==> src/rtl/hdbn_pkg.sv <==
// ----------------------------------------------------------------------------
// hdbn_pkg: shared types and constants of the HDBn line encoder
// Ternary symbol codes, zero limit bounds and the per-item emit plan.
// ----------------------------------------------------------------------------
package hdbn_pkg;

    localparam int CNT_W = 4;

    typedef logic [CNT_W-1:0] cnt_t;
    typedef logic signed [1:0] sym_t;

    localparam sym_t SYM_ZERO = 2'sb00;
    localparam sym_t SYM_POS  = 2'sb01;
    localparam sym_t SYM_NEG  = 2'sb11;

    localparam cnt_t LIMIT_RESET = 4'd3;
    localparam cnt_t LIMIT_MIN   = 4'd1;
    localparam cnt_t LIMIT_MAX   = 4'd8;

    // what one accepted item emits: symbols 0..final_idx, all zero except
    // the final one and, for a substitution, the B slot at b_pos
    typedef struct packed {
        logic has_out;
        cnt_t final_idx;
        logic has_b;
        cnt_t b_pos;
        sym_t final_n;
        sym_t final_p;
        sym_t b_n;
        sym_t b_p;
        logic msg_last;
    } plan_t;

    function automatic sym_t pol_sym(input logic pos);
        return pos ? SYM_POS : SYM_NEG;
    endfunction

endpackage

==> src/rtl/hdbn_plan.sv <==
// ----------------------------------------------------------------------------
// hdbn_plan: encoder state and emit plan
// Holds the zero run and the mark/violation polarities of both streams and
// works out, for the item at the input, which symbols it releases.
// ----------------------------------------------------------------------------
module hdbn_plan
(
    input  logic          clk,
    input  logic          rst_n,
    input  logic          accept,
    input  logic          data_bit,
    input  logic          msg_last,
    input  hdbn_pkg::cnt_t limit,
    output hdbn_pkg::plan_t plan
);

    hdbn_pkg::cnt_t pending_reg, pending_next;
    logic mark_n_reg, viol_n_reg, mark_p_reg, viol_p_reg;
    logic mark_n_next, viol_n_next, mark_p_next, viol_p_next;

    hdbn_pkg::cnt_t cnt;
    logic           subst;

    assign cnt   = pending_reg + 4'd1;
    assign subst = !data_bit && (cnt > limit);

    always_comb
    begin
        plan           = '0;
        plan.has_out   = data_bit || subst || msg_last;
        plan.final_idx = pending_reg;
        plan.has_b     = subst;
        plan.b_pos     = pending_reg - limit;
        plan.final_n   = hdbn_pkg::SYM_ZERO;
        plan.final_p   = hdbn_pkg::SYM_ZERO;
        plan.b_n       = hdbn_pkg::SYM_ZERO;
        plan.b_p       = hdbn_pkg::SYM_ZERO;
        plan.msg_last  = msg_last;

        pending_next = cnt;
        mark_n_next  = mark_n_reg;
        viol_n_next  = viol_n_reg;
        mark_p_next  = mark_p_reg;
        viol_p_next  = viol_p_reg;

        if (data_bit)
        begin
            // alternate mark inversion
            mark_n_next   = !mark_n_reg;
            mark_p_next   = !mark_p_reg;
            plan.final_n  = hdbn_pkg::pol_sym(!mark_n_reg);
            plan.final_p  = hdbn_pkg::pol_sym(!mark_p_reg);
            pending_next  = '0;
        end
        else if (subst)
        begin
            // B0..0V, B only when last mark matches last violation
            plan.final_n = hdbn_pkg::pol_sym(!viol_n_reg);
            plan.final_p = hdbn_pkg::pol_sym(!viol_p_reg);
            if (mark_n_reg == viol_n_reg)
                plan.b_n = hdbn_pkg::pol_sym(!viol_n_reg);
            if (mark_p_reg == viol_p_reg)
                plan.b_p = hdbn_pkg::pol_sym(!viol_p_reg);
            mark_n_next  = !viol_n_reg;
            viol_n_next  = !viol_n_reg;
            mark_p_next  = !viol_p_reg;
            viol_p_next  = !viol_p_reg;
            pending_next = '0;
        end

        if (msg_last)
        begin
            pending_next = '0;
            mark_n_next  = 1'b0;
            viol_n_next  = 1'b1;
            mark_p_next  = 1'b0;
            viol_p_next  = 1'b0;
        end
    end

    always_ff @(posedge clk or negedge rst_n)
    begin
        if (!rst_n)
        begin
            pending_reg <= '0;
            mark_n_reg  <= 1'b0;
            viol_n_reg  <= 1'b1;
            mark_p_reg  <= 1'b0;
            viol_p_reg  <= 1'b0;
        end
        else if (accept)
        begin
            pending_reg <= pending_next;
            mark_n_reg  <= mark_n_next;
            viol_n_reg  <= viol_n_next;
            mark_p_reg  <= mark_p_next;
            viol_p_reg  <= viol_p_next;
        end
    end

endmodule

==> src/rtl/hdbn_emit.sv <==
// ----------------------------------------------------------------------------
// hdbn_emit: symbol sequencer and output register
// Holds one item's plan, steps through its symbols one per cycle while the
// output is not stalled, and drives the output register.
// ----------------------------------------------------------------------------
module hdbn_emit
(
    input  logic                  clk,
    input  logic                  rst_n,
    input  logic                  load,
    input  hdbn_pkg::plan_t       plan_in,
    output logic                  load_ok,
    output logic                  out_valid,
    input  logic                  out_stall,
    output hdbn_pkg::sym_t        sym_n,
    output hdbn_pkg::sym_t        sym_p,
    output logic                  run_last,
    output logic                  msg_end
);

    hdbn_pkg::plan_t plan_reg;
    logic            plan_valid_reg;
    hdbn_pkg::cnt_t  idx_reg;

    logic           out_valid_reg;
    hdbn_pkg::sym_t sym_n_reg, sym_p_reg;
    logic           run_last_reg, msg_end_reg;

    logic           out_free, emit, is_final, plan_done;
    hdbn_pkg::sym_t cur_n, cur_p;

    assign out_free  = !out_valid_reg || !out_stall;
    assign emit      = plan_valid_reg && out_free;
    assign is_final  = (idx_reg == plan_reg.final_idx);
    assign plan_done = emit && is_final;
    assign load_ok   = !plan_valid_reg || plan_done;

    always_comb
    begin
        cur_n = hdbn_pkg::SYM_ZERO;
        cur_p = hdbn_pkg::SYM_ZERO;
        if (is_final)
        begin
            cur_n = plan_reg.final_n;
            cur_p = plan_reg.final_p;
        end
        else if (plan_reg.has_b && (idx_reg == plan_reg.b_pos))
        begin
            cur_n = plan_reg.b_n;
            cur_p = plan_reg.b_p;
        end
    end

    always_ff @(posedge clk or negedge rst_n)
    begin
        if (!rst_n)
        begin
            plan_valid_reg <= 1'b0;
            idx_reg        <= '0;
        end
        else if (load)
        begin
            plan_valid_reg <= 1'b1;
            idx_reg        <= '0;
        end
        else if (plan_done)
        begin
            plan_valid_reg <= 1'b0;
        end
        else if (emit)
        begin
            idx_reg <= idx_reg + 4'd1;
        end
    end

    always_ff @(posedge clk)
    begin
        if (load)
            plan_reg <= plan_in;
    end

    always_ff @(posedge clk or negedge rst_n)
    begin
        if (!rst_n)
            out_valid_reg <= 1'b0;
        else if (emit)
            out_valid_reg <= 1'b1;
        else if (!out_stall)
            out_valid_reg <= 1'b0;
    end

    always_ff @(posedge clk)
    begin
        if (emit)
        begin
            sym_n_reg    <= cur_n;
            sym_p_reg    <= cur_p;
            run_last_reg <= is_final;
            msg_end_reg  <= is_final && plan_reg.msg_last;
        end
    end

    assign out_valid = out_valid_reg;
    assign sym_n     = sym_n_reg;
    assign sym_p     = sym_p_reg;
    assign run_last  = run_last_reg;
    assign msg_end   = msg_end_reg;

endmodule

==> src/rtl/hdbn_line_encoder_top.sv <==
// ----------------------------------------------------------------------------
// hdbn_line_encoder_top: dual-stream HDBn line encoder
// Codes message bits into HDBn ternary symbols for the N and P streams.
// ----------------------------------------------------------------------------
// An item releases zero to nine results, one per cycle while the output is
// not stalled, through a single output register. The next item is taken in
// the cycle its last result is emitted, so items with one result or none
// flow at one per cycle while the output is not stalled. Zeros that do not
// settle a run are held in the encoder and emitted later. zero_limit is
// clamped to 1..8; the user must write it through the cfg port while the
// block is idle, and the block itself does not enforce this.
module hdbn_line_encoder_top
(
    input  logic                  clk,
    input  logic                  rst_n,
    input  logic                  in_valid,
    output logic                  in_stall,
    input  logic                  data_bit,
    input  logic                  msg_last,
    output logic                  out_valid,
    input  logic                  out_stall,
    output hdbn_pkg::sym_t        sym_n,
    output hdbn_pkg::sym_t        sym_p,
    output logic                  run_last,
    output logic                  msg_end,
    input  logic                  cfg_valid,
    output logic                  cfg_ready,
    input  logic [3:0]            cfg_data
);

    hdbn_pkg::cnt_t  zero_limit_reg;
    hdbn_pkg::cnt_t  limit;
    hdbn_pkg::plan_t plan;
    logic            load_ok, accept;

    assign cfg_ready = 1'b1;

    always_ff @(posedge clk or negedge rst_n)
    begin
        if (!rst_n)
            zero_limit_reg <= hdbn_pkg::LIMIT_RESET;
        else if (cfg_valid && cfg_ready)
            zero_limit_reg <= cfg_data;
    end

    always_comb
    begin
        limit = zero_limit_reg;
        if (zero_limit_reg < hdbn_pkg::LIMIT_MIN)
            limit = hdbn_pkg::LIMIT_MIN;
        else if (zero_limit_reg > hdbn_pkg::LIMIT_MAX)
            limit = hdbn_pkg::LIMIT_MAX;
    end

    assign in_stall = !load_ok;
    assign accept   = in_valid && load_ok;

    hdbn_plan u_plan
    (
        .clk      (clk),
        .rst_n    (rst_n),
        .accept   (accept),
        .data_bit (data_bit),
        .msg_last (msg_last),
        .limit    (limit),
        .plan     (plan)
    );

    hdbn_emit u_emit
    (
        .clk       (clk),
        .rst_n     (rst_n),
        .load      (accept && plan.has_out),
        .plan_in   (plan),
        .load_ok   (load_ok),
        .out_valid (out_valid),
        .out_stall (out_stall),
        .sym_n     (sym_n),
        .sym_p     (sym_p),
        .run_last  (run_last),
        .msg_end   (msg_end)
    );

endmodule

==> config.mk <==
export PLATFORM = sky130hd
export DESIGN_NAME = hdbn_line_encoder_top
export DESIGN_NICKNAME = d
export VERILOG_FILES = /design/src/rtl/hdbn_pkg.sv /design/src/rtl/hdbn_plan.sv /design/src/rtl/hdbn_emit.sv /design/src/rtl/hdbn_line_encoder_top.sv
export SDC_FILE = /design/constraint.sdc
export NUM_CORES = 1
export LEC_CHECK = 0
export BUFFER_PORTS_ARGS = -buffer_cell sky130_fd_sc_hd__buf_2
export CORE_ASPECT_RATIO = 2
export CORE_UTILIZATION = 53
export CTS_CLUSTER_SIZE = 14
export DETAILED_ROUTE_END_ITERATION = 10
export MAX_ROUTING_LAYER = met4
export PLACE_DENSITY = 0.77
export SYNTH_ARGS = -nofsm -noshare
export SYNTH_HDL_FRONTEND = slang
export SYNTH_SLANG_ARGS = --single-unit
==> constraint.sdc <==
create_clock -name clk -period 2.3 [get_ports clk]
set_input_delay 0.46 -clock clk [delete_from_list [all_inputs] [get_ports clk]]
set_output_delay 0.46 -clock clk [all_outputs]
set_load 0.1 [all_outputs]
**After elaboration in Yosys (flattened, before gate mapping)**

Cells that the tools add are included.

- Output and inout bits: 9
- Input bits: 11
- Word-level logic and storage cells: 100
- Register bits: 42

- Bitwise operators: 3
- Add/subtract/negate cells: 3
- Mux-type cells: 34
- Eq/ne operators: 7
- Reductions and logical operators: 29
- Order comparisons: 3

Operator list:

| operator | count |
|---|---|
| $mux W4 | 9 |
| $mux W2 | 10 |
| $mux W1 | 14 |
| $logic_not A1 Y1 | 9 |
| $add A4 B1 Y4 const B | 2 |
| $eq A4 B4 Y1 | 2 |
| $mux W8 | 1 |
| $logic_and A1 B1 Y1 | 7 |
| $ne A2 B1 Y1 const B | 3 |
| $reduce_bool A2 Y1 | 3 |
| $reduce_or A3 Y1 | 2 |
| $gt A4 B4 Y1 | 1 |
| $gt A4 B4 Y1 const B | 1 |
| $logic_or A1 B1 Y1 | 4 |
| $lt A4 B1 Y1 const B | 1 |
| $reduce_and A2 Y1 | 2 |
| $sub A4 B4 Y4 | 1 |
| $not A1 Y1 | 3 |
| $reduce_and A3 Y1 | 1 |
| $reduce_bool A3 Y1 | 1 |
| $eq A1 B1 Y1 | 2 |

**Depth between registers and ports, before layout**

Gate-level depths: netlist of run 1.

- Depth after elaboration: 10
- Mapped depth: 9
- Gate-level depth less buffers: 9

**By module**

A second synthesis of run 1 with hierarchy kept.

- Cell total of the unflattened synthesis: 177
- Area, all modules: 2205.9 um^2

Modules (own cells, without submodules):

| module | area each (um^2) | cells an instance | sequential area each (um^2) | instances |
|---|---|---|---|---|
| hdbn_emit | 1209.9 | 68 | 870.8 | 1 |
| hdbn_plan | 790.8 | 91 | 201.4 | 1 |
| hdbn_line_encoder_top | 205.2 | 18 | 102.6 | 1 |

**Least setup slack after synthesis of run 1**

No wires, ideal clock.

- Kind: reg2reg
- From: register u_emit.out_valid_reg, in the netlist u_emit.out_valid
- To: register u_plan.mark_n_reg
- Setup slack: -0.303 ns
- Arrival time: 2.482 ns
- Stages on the path, launching flop included: 5
- Clock period less this slack: 2.603 ns
- Buffers on the path: 0
- Cell sequence: dfrtp_1 nand2_1 a21boi_2 nor2b_2 a32o_1

- Word-level cells in the longest chain between the ends: 7

Ends and longest elaborated chain:

| element | line | RTL |
|---|---|---|
| start: declaration | hdbn_emit.sv:25 | `logic out_valid_reg;` |
| start signal: assignment | hdbn_emit.sv:85 | `out_valid_reg <= 1'b0;` |
| start signal: assignment | hdbn_emit.sv:87 | `out_valid_reg <= 1'b1;` |
| start signal: assignment | hdbn_emit.sv:89 | `out_valid_reg <= 1'b0;` |
| $logic_not A1 Y1 | hdbn_emit.sv:32 | `assign out_free = !out_valid_reg \|\| !out_stall;` |
| $logic_or A1 B1 Y1 | hdbn_emit.sv:32 |  |
| $logic_and A1 B1 Y1 | hdbn_emit.sv:33 | `assign emit = plan_valid_reg && out_free;` |
| $logic_and A1 B1 Y1 | hdbn_emit.sv:35 | `assign plan_done = emit && is_final;` |
| $logic_or A1 B1 Y1 | hdbn_emit.sv:36 | `assign load_ok = !plan_valid_reg \|\| plan_done;` |
| $logic_and A1 B1 Y1 | hdbn_line_encoder_top.sv:56 | `assign accept = in_valid && load_ok;` |
| $reduce_and A2 Y1 (no line) | -- |  |
| end signal: assignment | hdbn_plan.sv:94 | `mark_n_reg <= mark_n_next;` |
| end: declaration | hdbn_plan.sv:18 | `logic mark_n_reg, viol_n_reg, mark_p_reg, viol_p_reg;` |

No other way between the ends.
A chain may end at the register's enable or synchronous reset.

**Worst setup path after layout of run 1**

- From: register u_plan.pending_reg[1]
- To: register u_plan.pending_reg[2]

- Word-level cells in the longest chain between the ends: 6

Ends and longest elaborated chain:

| element | line | RTL |
|---|---|---|
| start: declaration | hdbn_plan.sv:17 | `hdbn_pkg::cnt_t pending_reg, pending_next;` |
| start signal: assignment | hdbn_plan.sv:93 | `pending_reg <= pending_next;` |
| $add A4 B1 Y4 * | hdbn_plan.sv:24 | `assign cnt = pending_reg + 4'd1;` |
| $gt A4 B4 Y1 | hdbn_plan.sv:25 | `assign subst = !data_bit && (cnt > limit);` |
| $logic_and A1 B1 Y1 | hdbn_plan.sv:25 |  |
| $mux W4 * | hdbn_plan.sv:55 | `else if (subst)` |
| $mux W4 * | hdbn_plan.sv:46 | `if (data_bit)` |
| $mux W4 * | hdbn_plan.sv:71 | `if (msg_last)` |

Mark *: on every way between the ends. The rest lies on a longest branch, timed or not.

==> flow_summary.toml, run 1 <==
[run_status]
status = "finished clean"

[floorplan]
rows = 32
core_um2 = 3800
die_x_um = 46.5
start_util = 0.552
ios = 20
die_h_um = 91.0
die_area_um2 = 4230

[synthesis]
synthCells = 167
yosysMostFrequentCell = "edfxtp_1"
ys_seq_area_frac = 0.545
synth_top_area_cell = "edfxtp_1"
async_flop_share = 0.439
synth-edff-count = 23
post_synth.cell_area_avg_um2 = 12.6
synth_cell_types = 50
synth_seq_cells = 41
synth_area_um2 = 2100
synth_flop_cell = "edfxtp_1"
synth_nets = 188
yosys-top-cells-area = "edfxtp_1 (33%), dfrtp_1 (18%), ha_1 (5.4%)"
ys_warn_count = 0
synth_commonest_cells = "edfxtp_1 (23), dfrtp_1 (15), inv_1 (14)"
yosysTopAreaCellShare = 0.329

[timing]
slew_viol_final = 0
fmax_mhz = 441
skew_ns = 0.00803
layout_min_cycle_time_ns = 2.27
setup-tns-final_ns = 0
holdWs_ns = 0.0945
hold_violations = 0
period_share = 0.986
setup_viol = 0

[drt]
vias = 1345
remaining_drc_errors = 0
first_pass_iters = 4
drtIter0Drc = 14
wl_per_cell_um = 15.6
vias_per_cell = 5.34
drtAntennaViolNets = 0
drt-total-wl_mm = 3.93

[placement]
dp.cells = 242
gp_congestion = 0.873
dp_hpwl_mm = 2.90
portBuffers = 18

[finish]
diodes = 0
fin_cells = 252
fin_util = 0.658
finalNetCount = 221
layout-drive-gt1-share = 0.308
area_growth_pct = 19.1
largest_register_ffs = 17

[grt]
grt_pass1_vias = 1438
grt_overflow_total = 0
grt_max_degree = 19
grt_usage = 0.216
antenna_found_initial = 0
grt_pass1_wl_mm = 6.34

[worst_setup_path]
reg2reg_from = "u_plan.pending_reg[1]$_DFFE_PN0P_"
cp-end-kind = "flop"
worstSetupStartpoint = "u_plan.pending_reg[1]$_DFFE_PN0P_"
cp_data_required_time_ns = 2.48
crit_fanout = 5
path_class = "flop to flop"
crit_arrival_ns = 2.45
cp-start-kind = "flop"

[pwr]
finalPower_mw = 2.91
ir_drop_uv = 913
powerDensity_nw_per_um2 = 1160
swShare = 0.397
switchingPower_mw = 1.16
clkPwrFrac = 0.193
seqPwrFrac = 0.389
p_int_mw = 1.76
pwr-share-comb = 0.418
leakage_nw = 1.07

[job]
maxCapViolations = 0

[min_path]
hp-class = "input port to asynchronous set/reset pin"

[clocking]
cts_tree = "built"
insertion_delay_ns = 0.29
cts_max_level = 2
path_clk_slew_ns = 0.08
ctsHoldBuffers = 0
cts_root_buf = "clkbuf_8"
clock_path_buffers = 2
clock_sinks = 41
cts_made_buffers = 5
## power by group through the flow
stage | sequential (mW) | clock [mW] | combinational, mW
floorplan | 1.33 | 0 | 0.687
global placement | 1.13 | 0 | 1.10
detailed placement | 1.14 | 0 | 1.15
CTS | 1.12 | 0.578 | 1.17
global route | 1.15 | 0.601 | 1.32
finish | 1.13 | 0.562 | 1.22
## kinds of logic (layout without fill, tap and decap cells)
kind of cell	count (synthesis)	in the layout	synth area share
AND/OR/NAND/NOR	51	51	0.161
adder cells (fa/ha/maj)	10	10	0.0631
XOR/XNOR	15	15	0.0625
flip-flops	41	41	0.545
buffers and inverters	19	53	0.0429
other	1	1	0.00179
multiplexers	6	6	0.0304
AO/OA/AOI/OAI	24	24	0.0935
## metrics by stage
step,instance area (um2),setup slack (ns)
after floorplan,2130,0.0243
after global placement,2320,0.0316
after detailed placement,2320,-0.0273
after CTS,2440,0.00680
after global routing,2500,-0.0790
final,2500,0.0322
## area by class of cell
| class | instances | area [um2] |
|---|---|---|
| Tap cell | 51 | 63.8 |
| Fill cell | 286 | 1300 |
| Sequential cell | 41 | 1150 |
| Multi-Input combinational cell | 107 | 926 |
| Clock buffer | 5 | 68.8 |
| Inverter | 15 | 68.8 |
| Clock inverter | 3 | 41.3 |
| Timing Repair Buffer | 30 | 186 |
## critical path: stages, from the launching register on
cell and delay, ns:
dfrtp_1 0.44, nand3_1 0.16, xnor2_2 0.19, ha_1 0.33, nand3_2 0.08, o221a_4 0.31
o21ai_4 0.23, buf_6 0.15, o21bai_1 0.08, a21o_1 0.19
## cells in the final DEF, fill, tap and decap left out, drive strengths merged, types with 4 or more instances in the layout
cell type | netlist | routed
a22o | 4 | 4
nor4 | 4 | 4
xnor2 | 5 | 5
nor2 | 9 | 9
inv | 15 | 14
nand2 | 11 | 11
xor2 | 10 | 10
nand2b | 6 | 6
o21ai | 4 | 4
nor2b | 4 | 4
clkbuf | 1 | 6
ha | 9 | 9
edfxtp | 23 | 23
buf | 3 | 29
dfrtp | 15 | 15
## path summary, 6_finish.rpt
check                                                    end  slack, ns  cells after the start
setup / recovery           u_plan.pending_reg[2]$_DFFE_PN0P_       0.03                      9
hold / removal                 u_plan.mark_n_reg$_DFFE_PN0P_       0.09                      1
setup reg to reg           u_plan.pending_reg[2]$_DFFE_PN0P_       0.03                      9
hold reg to reg                 u_emit.out_valid$_DFFE_PN0P_       0.53                      1
max in group asynchronous      u_plan.viol_n_reg$_DFFE_PN1P_       1.88                      1
min in group clk               zero_limit_reg[3]$_DFFE_PN0P_       0.38                      3
## per-layer routing
layer  wire [um]  track usage  up-vias
li1            -            -      655
met1        1380        0.208      660
met2        2350        0.381       24
met3         104       0.0398        6
met4          95       0.0980        0
met5           0            -        -
## what timing repair did
| action | CTS | global route |
|---|---|---|
| pin swaps | 1 | 3 |
| resized for setup | 2 | 10 |
| endpoints found under the setup margin | 22 | 30 |
| buffers inserted | 1 | 1 |
| gates cloned | 0 | 0 |
(Power assumes the default switching activity.)
==> run 2, diff against run 1 <==
Settings changed: CORE_UTILIZATION 53 to 58, HOLD_SLACK_MARGIN set to 0.12, PLACE_DENSITY 0.77 to 0.8.
Clock period 2.3 ns to 2.4 ns, I/O delays scaled along.
==> run 2 against run 1 <==
Against the previous run:
- clock power down 17%
- core utilization up 4.1 points
- total power down 9.6%
- worst hold slack better by 0.0056 ns
- sequential share of layout area up 2.1 points
- sequential power down 5%
- register-to-register slack better by 0.08 ns
- via count up 1.2%
- worst setup slack better by 0.063 ns
- final cell count down 2.8%
- largest cell class unchanged
- non-clock buffer count down 5
- clock skew up 0.0021 ns
==> flow_summary.toml, run 2 (synthesis gave the netlist of run 1 again) <==
[floorplan]
core_um2 = 3420
start_util = 0.615
die_h_um = 87.1
die_x_um = 44.6
rows = 30
ios = 20
die_area_um2 = 3880

[worst_setup_path]
reg2reg_to = "u_plan.pending_reg[0]$_DFFE_PN0P_"
slowest_delay_ns = 0.45
crit_fanout = 6
rrSetupSlack_ns = 0.11
reg2reg_from = "u_plan.pending_reg[1]$_DFFE_PN0P_"
worstSetupStartpoint = "u_emit.idx_reg[1]$_DFFE_PN0P_"
endpoint = "in_stall"
path_buf_inv = 1
rr_worst_depth = 9
slowest_stage = "dfrtp_1"
crit_family = "flip-flops"
cp.depth = 4
cp_data_required_time_ns = 1.92
crit_chain = "xor2_1, nor4_4, a21boi_4, buf_2"
path_class = "flop to primary output"
cp-end-kind = "primary output"
crit_arrival_ns = 1.82
cp-start-kind = "flop"

[finish]
final_area_um2 = 2390
final_cell_mix = "edfxtp_1 (23), buf_2 (18), dfrtp_1 (15)"
layout-drive-gt1-share = 0.274
largest_register_ffs = 17
finalNetCount = 217
area_growth_pct = 13.6
fillers = 244
diodes = 0
fin_cells = 245
fin_util = 0.699
final_common_cell = "edfxtp_1"

[clocking]
cts_max_level = 2
insertion_delay_ns = 0.30
ctsHoldBuffers = 0
cts_made_buffers = 5
post_cts_buffers = 0
path_clk_slew_ns = 0.09
cts_tree = "built"
clock_sinks = 41
clock_path_buffers = 2
cts_root_buf = "clkbuf_8"

[job]
maxCapViolations = 0

[timing]
setup_viol = 0
skew_ns = 0.0101
slew_viol_final = 0
fmax_mhz = 434
setup-tns-final_ns = 0
period_share = 0.960
hold_violations = 0
layout_min_cycle_time_ns = 2.30
grt_setup_unrepaired = "no"

[pwr]
clkPwrFrac = 0.177
leakage_nw = 1.02
switchingPower_mw = 1.10
ir_drop_uv = 790
swShare = 0.418
pwr-share-comb = 0.416
p_int_mw = 1.53
powerDensity_nw_per_um2 = 1100
finalPower_mw = 2.63
seqPwrFrac = 0.407

[drt]
vias = 1361
first_pass_iters = 4
wl_per_cell_um = 15.8
drtAntennaViolNets = 0
vias_per_cell = 5.56
remaining_drc_errors = 0
drt-total-wl_mm = 3.88
drtIter0Drc = 29

[grt]
grt_pass1_vias = 1401
grt_overflow_total = 0
grt_pass1_wl_mm = 6.38
grt_max_degree = 22
antenna_found_initial = 0
grt_usage = 0.241

[placement]
portBuffers = 18
placed_area_um2 = 2280
gp_congestion = 0.892
dp_hpwl_mm = 2.94
dp.cells = 236

[run_status]
status = "finished clean"

[min_path]
hp-class = "input port to asynchronous set/reset pin"
-- run 2: worst min path at each step --
stage                                          endpoint  slack (ns)  cells after the start
after floorplan           u_emit.idx_reg[0]$_DFFE_PN0P_        0.18                      0
after global placement    u_plan.mark_p_reg$_DFFE_PN0P_        0.44                      1
after detailed placement  u_emit.idx_reg[0]$_DFFE_PN0P_        0.45                      1
after CTS                 u_plan.mark_n_reg$_DFFE_PN0P_        0.13                      1
after global routing      u_plan.mark_p_reg$_DFFE_PN0P_        0.13                      1
final                     u_plan.mark_n_reg$_DFFE_PN0P_        0.10                      1
-- run 2: stage by stage --
stage,hold slack [ns],setup slack (ns)
floorplan,0.184,0.0339
CTS,0.125,0.0170
detailed placement,0.451,0.0449
global placement,0.441,0.106
global route,0.132,0.0117
finish,0.100,0.0957
-- run 2: cell type report --
cell class	count	area, um2	area share
multi-input cells	107	878	0.368
clock buffers	5	68.8	0.0288
clock inverters	3	25.0	0.0105
inverters	15	61.3	0.0257
repair inverters	1	6.26	0.00262
well taps	48	60.1	0.0252
repair buffers	25	143	0.0597
flip-flops and latches	41	1140	0.480
-- run 2: timing repair --
| item | CTS | global route |
|---|---|---|
| endpoints found under the setup margin | 0 | 22 |
| hold endpoints to repair | 0 | 0 |
| gates resized for setup | 0 | 5 |
-- run 2: metal layers --
layer	vias to the layer above	global-route usage	part of all wire
met1	659	0.234	0.34
li1	653	-	-
met3	14	0.0456	0.033
met5	-	-	0
met2	35	0.417	0.57
met4	0	0.149	0.050
-- run 2: power groups by stage --
stage | Sequential [mW] | Clock (mW) | Combinational [mW]
final | 1.07 | 0.465 | 1.10
after floorplan | 1.27 | 0 | 0.645
after global routing | 1.09 | 0.505 | 1.19
after global placement | 1.08 | 0 | 1.03
after detailed placement | 1.09 | 0 | 1.08
after CTS | 1.07 | 0.471 | 1.09
